<file path="config.mk">
export PLATFORM = sky130hd
export DESIGN_NAME = soft_timer_bank
export DESIGN_NICKNAME = d
export VERILOG_FILES = /design/src/hw/rtl/stb_pkg.sv /design/src/hw/rtl/stb_ctrl.sv /design/src/hw/rtl/stb_dp.sv /design/src/hw/rtl/soft_timer_bank.sv
export SDC_FILE = /design/constraint.sdc
export NUM_CORES = 1
export LEC_CHECK = 0
export ABC_AREA = 0
export BUFFER_PORTS_ARGS = -buffer_cell sky130_fd_sc_hd__buf_2
export CELL_PAD_IN_SITES_DETAIL_PLACEMENT = 1
export CELL_PAD_IN_SITES_GLOBAL_PLACEMENT = 2
export CORE_MARGIN = 3
export CORE_UTILIZATION = 48
export DETAILED_ROUTE_END_ITERATION = 7
export GPL_ROUTABILITY_DRIVEN = 0
export MAX_ROUTING_LAYER = met4
export PLACE_DENSITY = 0.81
export SYNTH_ARGS = -nofsm -noshare
export SYNTH_HDL_FRONTEND = slang
export SYNTH_HIERARCHICAL = 1
export SYNTH_SLANG_ARGS = --single-unit
</file>
<file path="constraint.sdc">
create_clock -name clk -period 3.9 [get_ports clk]
set_clock_uncertainty 0.1 [all_clocks]
set_input_delay 0.585 -clock clk [delete_from_list [all_inputs] [get_ports clk]]
set_output_delay 0.585 -clock clk [all_outputs]
set_load 0.02 [all_outputs]
</file>
<file path="src/hw/rtl/stb_pkg.sv">
// Package for the soft timer bank: sizes, command codes and control structs.
`timescale 1ns / 1ps

package stb_pkg;

    // Number of timer channels (1 to 8).
    localparam int NUM_CHANNELS = 8;
    localparam int IDX_W        = (NUM_CHANNELS > 1) ? $clog2(NUM_CHANNELS) : 1;

    localparam int KIND_W   = 2;
    localparam int CHAN_W   = 3;
    localparam int PERIOD_W = 16;
    localparam int MASK_W   = 8;

    // Item kinds
    localparam logic [KIND_W-1:0] KIND_TICK    = 2'd0;
    localparam logic [KIND_W-1:0] KIND_ASSIGN  = 2'd1;
    localparam logic [KIND_W-1:0] KIND_ENABLE  = 2'd2;
    localparam logic [KIND_W-1:0] KIND_DISABLE = 2'd3;

    // Controller to datapath
    typedef struct packed {
        logic load;      // capture input item, clear sweep state
        logic apply;     // execute assign / enable / disable
        logic step;      // service one channel of a tick sweep
        logic out_load;  // move accumulated mask to the output register
    } stb_cmd_t;

    // Datapath to controller
    typedef struct packed {
        logic is_tick;
        logic sweep_last;
        logic out_busy;  // output register holds an item that is not taken this cycle
    } stb_sts_t;

endpackage

</file>
<file path="src/hw/rtl/stb_ctrl.sv">
// Controller state machine for the soft timer bank.
`timescale 1ns / 1ps

module stb_ctrl (
    input  logic             clk,
    input  logic             rst_n,
    input  logic             in_valid,
    output logic             in_ready,
    input  stb_pkg::stb_sts_t sts,
    output stb_pkg::stb_cmd_t cmd
);

    localparam logic [1:0] S_IDLE = 2'd0;
    localparam logic [1:0] S_EXEC = 2'd1;
    localparam logic [1:0] S_DONE = 2'd2;

    logic [1:0] state_reg;
    logic [1:0] state_next;

    assign in_ready = (state_reg == S_IDLE);

    always_comb
    begin
        state_next   = state_reg;
        cmd.load     = 1'b0;
        cmd.apply    = 1'b0;
        cmd.step     = 1'b0;
        cmd.out_load = 1'b0;
        unique case (state_reg)
            S_IDLE:
            begin
                if (in_valid)
                begin
                    cmd.load   = 1'b1;
                    state_next = S_EXEC;
                end
            end
            S_EXEC:
            begin
                if (!sts.is_tick)
                begin
                    cmd.apply  = 1'b1;
                    state_next = S_DONE;
                end
                else
                begin
                    cmd.step = 1'b1;
                    if (sts.sweep_last)
                        state_next = S_DONE;
                end
            end
            S_DONE:
            begin
                if (!sts.out_busy)
                begin
                    cmd.out_load = 1'b1;
                    state_next   = S_IDLE;
                end
            end
            default:
            begin
                state_next = S_IDLE;
            end
        endcase
    end

    always_ff @(posedge clk or negedge rst_n)
    begin
        if (!rst_n)
            state_reg <= S_IDLE;
        else
            state_reg <= state_next;
    end

endmodule

</file>
<file path="src/hw/rtl/stb_dp.sv">
// Datapath for the soft timer bank: channel state, tick sweep and output register.
`timescale 1ns / 1ps

module stb_dp (
    input  logic                            clk,
    input  logic                            rst_n,
    input  logic [stb_pkg::KIND_W-1:0]      kind,
    input  logic [stb_pkg::CHAN_W-1:0]      channel,
    input  logic [stb_pkg::PERIOD_W-1:0]    period_value,
    input  logic                            out_ready,
    output logic                            out_valid,
    output logic [stb_pkg::MASK_W-1:0]      fire_mask,
    input  stb_pkg::stb_cmd_t               cmd,
    output stb_pkg::stb_sts_t               sts
);

    localparam int N  = stb_pkg::NUM_CHANNELS;
    localparam int IW = stb_pkg::IDX_W;

    // captured item
    logic [stb_pkg::KIND_W-1:0]   kind_reg;
    logic [stb_pkg::CHAN_W-1:0]   chan_reg;
    logic [stb_pkg::PERIOD_W-1:0] item_period_reg;

    // per-channel state
    logic                         active_reg [N];
    logic                         bound_reg  [N];
    logic [stb_pkg::PERIOD_W-1:0] count_reg  [N];
    logic [stb_pkg::PERIOD_W-1:0] period_reg [N];

    logic [IW-1:0]                sweep_idx_reg;
    logic [stb_pkg::MASK_W-1:0]   mask_reg;
    logic [stb_pkg::MASK_W-1:0]   mask_next;
    logic                         out_valid_reg;
    logic [stb_pkg::MASK_W-1:0]   fire_mask_reg;

    logic [5:0]                   chan_ext;
    logic                         chan_ok;
    logic [IW-1:0]                cmd_idx;
    logic                         run;
    logic                         fire;
    logic [stb_pkg::PERIOD_W-1:0] count_next;

    assign chan_ext = {3'b000, chan_reg};
    assign chan_ok  = (chan_ext < 6'(N));
    assign cmd_idx  = chan_ext[IW-1:0];

    assign run        = active_reg[sweep_idx_reg] && bound_reg[sweep_idx_reg];
    assign fire       = run && (count_reg[sweep_idx_reg] == period_reg[sweep_idx_reg]);
    assign count_next = fire ? '0 : count_reg[sweep_idx_reg] + 1'b1;
    assign mask_next  = mask_reg
                      | (fire ? (stb_pkg::MASK_W'(1) << sweep_idx_reg) : '0);

    assign sts.is_tick    = (kind_reg == stb_pkg::KIND_TICK);
    assign sts.sweep_last = (sweep_idx_reg == IW'(N - 1));
    assign sts.out_busy   = out_valid_reg && !out_ready;

    assign out_valid = out_valid_reg;
    assign fire_mask = fire_mask_reg;

    always_ff @(posedge clk)
    begin
        if (cmd.load)
        begin
            kind_reg        <= kind;
            chan_reg        <= channel;
            item_period_reg <= period_value;
        end
        if (cmd.out_load)
            fire_mask_reg <= mask_reg;
    end

    // counters and intervals: one write port, sweep or command
    always_ff @(posedge clk)
    begin
        if (cmd.step)
        begin
            if (run)
                count_reg[sweep_idx_reg] <= count_next;
        end
        else if (cmd.apply && chan_ok)
        begin
            if (kind_reg == stb_pkg::KIND_ASSIGN)
            begin
                count_reg[cmd_idx]  <= '0;
                period_reg[cmd_idx] <= item_period_reg;
            end
            else if (kind_reg == stb_pkg::KIND_ENABLE)
                count_reg[cmd_idx] <= '0;
        end
    end

    always_ff @(posedge clk or negedge rst_n)
    begin
        if (!rst_n)
        begin
            for (int i = 0; i < N; i++)
            begin
                active_reg[i] <= 1'b0;
                bound_reg[i]  <= 1'b0;
            end
            sweep_idx_reg <= '0;
            mask_reg      <= '0;
            out_valid_reg <= 1'b0;
        end
        else
        begin
            if (cmd.apply && chan_ok)
            begin
                case (kind_reg)
                    stb_pkg::KIND_ASSIGN:
                    begin
                        active_reg[cmd_idx] <= 1'b1;
                        bound_reg[cmd_idx]  <= 1'b1;
                    end
                    stb_pkg::KIND_ENABLE:  active_reg[cmd_idx] <= 1'b1;
                    stb_pkg::KIND_DISABLE: active_reg[cmd_idx] <= 1'b0;
                    default: ;
                endcase
            end

            if (cmd.load)
            begin
                sweep_idx_reg <= '0;
                mask_reg      <= '0;
            end
            else if (cmd.step)
            begin
                mask_reg <= mask_next;
                if (!sts.sweep_last)
                    sweep_idx_reg <= sweep_idx_reg + 1'b1;
            end

            if (cmd.out_load)
                out_valid_reg <= 1'b1;
            else if (out_ready)
                out_valid_reg <= 1'b0;
        end
    end

    // never overwrite an output item that has not been taken
    a_no_overwrite: assert property (@(posedge clk) disable iff (!rst_n)
        cmd.out_load |-> !(out_valid_reg && !out_ready))
        else $error("output item overwritten");

    // sweep index stays inside the bank
    a_idx_range: assert property (@(posedge clk) disable iff (!rst_n)
        cmd.step |-> (32'(sweep_idx_reg) < N))
        else $error("sweep index out of range");

    // commands other than tick report an empty mask
    a_cmd_mask_zero: assert property (@(posedge clk) disable iff (!rst_n)
        (cmd.out_load && !sts.is_tick) |=> (fire_mask_reg == '0))
        else $error("non-tick item reported fires");

    // a fired channel's counter is cleared
    a_fire_running: assert property (@(posedge clk) disable iff (!rst_n)
        (cmd.step && fire) |=> (count_reg[$past(sweep_idx_reg)] == '0))
        else $error("fired channel counter not cleared");

endmodule

</file>
<file path="src/hw/rtl/soft_timer_bank.sv">
// Top level of the soft timer bank: controller plus datapath.
`timescale 1ns / 1ps

// Bank of NUM_CHANNELS periodic timers driven by items on one input channel.
// Input (in_valid/in_ready): kind, channel, period_value. Kind tick advances
// every active, assigned channel; assign loads an interval and starts the
// channel; enable restarts a channel's counter; disable stops it.
// Output (out_valid/out_ready): one fire_mask item per input item, bit n set
// when channel n reached its interval on that tick; zero for other kinds.
// Timing: a tick sweeps the channels one per cycle through the single counter
// update port; assign, enable and disable are applied by one apply command.
// The result is moved to the output register once that register is free.
// in_ready is high only while the controller is idle.
// Reset clears every active and assigned flag and empties the output register.
// Stall: the output register holds the last result while out_ready is low;
// the next item is still accepted and processed, and its result waits in the
// datapath until the output register frees up.
module soft_timer_bank (
    input  logic                          clk,
    input  logic                          rst_n,
    input  logic                          in_valid,
    output logic                          in_ready,
    input  logic [stb_pkg::KIND_W-1:0]    kind,
    input  logic [stb_pkg::CHAN_W-1:0]    channel,
    input  logic [stb_pkg::PERIOD_W-1:0]  period_value,
    output logic                          out_valid,
    input  logic                          out_ready,
    output logic [stb_pkg::MASK_W-1:0]    fire_mask
);

    stb_pkg::stb_cmd_t cmd;   // controller commands
    stb_pkg::stb_sts_t sts;   // datapath status

    stb_ctrl u_ctrl (
        .clk      (clk),
        .rst_n    (rst_n),
        .in_valid (in_valid),
        .in_ready (in_ready),
        .sts      (sts),
        .cmd      (cmd)
    );

    stb_dp u_dp (
        .clk          (clk),
        .rst_n        (rst_n),
        .kind         (kind),
        .channel      (channel),
        .period_value (period_value),
        .out_ready    (out_ready),
        .out_valid    (out_valid),
        .fire_mask    (fire_mask),
        .cmd          (cmd),
        .sts          (sts)
    );

endmodule
</file>
==> qor.yml <==
switchingPower_w: 0.002949
synth_xor_area_share_pct: 3.925
fin_area_um2: 14870
numCtsBuffers: 34
routedWlPerCell_um: 27.48
grt_pass1_vias: 7542
max_freq_ghz: 0.2839
synthCells: 728
worstSetupStartpointType: "flop"
p_sw_share_pct: 29.19
layout-area-overhead-vs-synth_pct: 14.90
synth_top_family_by_area: "multiplexers"
dp.cells: 1108
critical_path_required_ns: 4.00
p_total_w: 0.01010
slew_viol_final: 0
nets: 841
synth_edf_count: 285
hold_viol: 0
synth_seq_cells: 315
hold_buffers: 0
clkPwrFrac_pct: 32.3
cts_tree: "built"
post_dp_cell_area_um2: 13740
synth_area_leaders: "edfxtp_1, mux4_2, dfrtp_1, xor2_1, nor2_1"
boundaryPins: 35
fp.dieH_um: 170.2
synth.most_common_cell: "edfxtp_1"
path_cells: "mux4_2, mux2_2, or3_1, nand4b_1, a2111oi_4, a21o_4, a211oi_1"
start_util_pct: 49.25
chipWidth_um: 170.2
power_frac_comb_pct: 22.6
fin_crit_sh_pct: 90.32
drt_iter0_markers: 685
hp-class: "in2async"
synth-compound-area-share_pct: 4.176
firstDrtPassIters: 5
avgSynthCellArea_um2: 17.78
worstPathArrival_ns: 3.63
path_buf_inv: 0
path_depth: 7
internal-power_w: 0.007153
grt_usage_pct: 23.72
cts_resized: 0
period_needed_ns: 3.523
cts_sinks: 315
end_kind: "flop"
clock_path_buffers: 3
n_antenna_cell: 0
cts.clk_slew.worst_paths_ns: 0.06
fin_util_pct: 56.58
relSlewSlack_pct: 21.63
layout-drive-gt1-share_pct: 26.89
path_max_fanout: 16
post-cts-setup-buffers: 0
reg2reg_depth: 7
synth.distinct_cells: 56
syn-num-nets: 760
grt-ovfl-total: 0
hpwl_um: 21250
ys.flop_type: "edfxtp_1"
drv_cap: 0
finalSetupTns_ns: 0
muxShareOfSynthArea_pct: 12.07
critical-path-slowest-cell: "dfrtp_2"
synth-adder-area-share_pct: 0.6767
fp.dieArea_um2: 28970
postRouteAntennaNets: 0
peakVddDrop_mv: 0.4273
pwr-share-seq_pct: 45.2
drc: 0
cts-root-buf: "clkbuf_16"
grt_antenna_before_repair: 0
fp-row-count: 59
async_flop_share_pct: 9.524
netlist_area_um2: 12940
worstMarginPinSlew_ns: 1.167
path_class: "reg2reg"
final_cells: 1168
grt_max_degree: 36
ys_top_cells_by_count: "edfxtp_1, nor2_1, mux4_2"
power_leakage_nw: 5.082
yosysWarnings: 6
synth-simple-area-share_pct: 5.578
synth_top_area_cell: "edfxtp_1"
grt_pass1_wl_um: 48670
status: "complete, no violations"
port_buffers: 34
clkLatencyLatePin_ns: 0.52
yosysSeqAreaShare_pct: 71.93
fill_cells: 2350
cp_slowest_stage_delay_ns: 0.67
htree_num_levels: 2
wl_um: 32100
vias: 6975
cpLargestDelayFamily: "compound AO/OA/AOI/OAI gates"
setup_viol: 0
coreArea_um2: 26280
grt_setup_unrepaired: "false"
routed_via_density: 5.972
synth_top_area_share_pct: 66.13
powerDensity_nw_per_um2: 679.3
==> power by group through the flow <==
stage          clock network [W]  logic [W]  registers (W)
2_1_floorplan                  0    0.00154        0.00454
3_3_place_gp                   0    0.00217        0.00459
3_5_place_dp                   0    0.00227        0.00463
4_1_cts                  0.00334    0.00229        0.00456
5_1_grt                  0.00349    0.00247        0.00460
6_report                 0.00326    0.00228        0.00456
==> metal layers <==
layer	part of all wire, %	GRT usage, %	vias up	wire, um
met2	49	37.79	231	15600
met1	43	32.14	3681	13900
met4	1.9	5.679	0	608
met5	0	-	-	0
met3	6.2	4.506	41	1991
li1	-	-	3022	-
==> cells by family (layout without fill, tap and decap cells) <==
| logic type | Yosys count | count (layout) |
|---|---|---|
| flops | 315 | 315 |
| simple gates | 144 | 144 |
| mux | 90 | 90 |
| compound gates | 77 | 77 |
| xor+xnor | 58 | 58 |
| buf+inv | 37 | 142 |
| fa+ha+maj | 7 | 7 |
==> per-stage QoR <==
step	hold slack, ns	setup WS, ns
2_1_floorplan	0.1894	0.5477
3_3_place_gp	0.3364	0.5027
3_5_place_dp	0.3390	0.3584
4_1_cts	0.02477	0.3807
5_1_grt	0.06858	0.1777
6_report	0.02173	0.3775
==> placed cells by master, fill, tap and decap left out, drive strengths merged, types with 4 or more instances in the layout <==
cell type,count
mux2,19
clkbuf,39
a31oi,12
mux4,51
a21oi,18
nor3,12
o22ai,12
a31o,4
dfrtp,30
xnor2,16
nor2,59
o21ai,7
mux2i,20
bufinv,5
nor3b,4
nand2b,7
nor2b,10
inv,8
clkinv,13
edfxtp,285
buf,74
xor2,42
a211oi,7
nand2,21
or2,6
nor4,4
ha,7
a21o,6
and3,6
==> final timing paths <==
path,from,endpoint,slack [ns]
max in group asynchronous,rst_n,u_dp/sweep_idx_reg[0],3.16
min reg2reg,u_dp/mask_reg[7],u_dp/fire_mask[7],0.35
min in group clk,kind[1],u_dp/kind_reg[1],0.14
min,rst_n,asynchronous set/reset pin,0.02
max,u_dp/sweep_idx_reg[1],u_dp/count_reg[1][3],0.38
max reg2reg,u_dp/sweep_idx_reg[1],u_dp/count_reg[1][3],0.38
==> area by class of cell <==
class	count	area (um2)	area share, %
Multi-Input combinational cell	376	3443	23.16
Sequential cell	315	9311	62.62
Clock inverter	21	242.7	1.632
Timing Repair Buffer	74	533.0	3.584
Clock buffer	39	890.9	5.991
Tap cell	335	419.2	2.819
Inverter	8	30.03	0.2019
(Power assumes the default switching activity.)
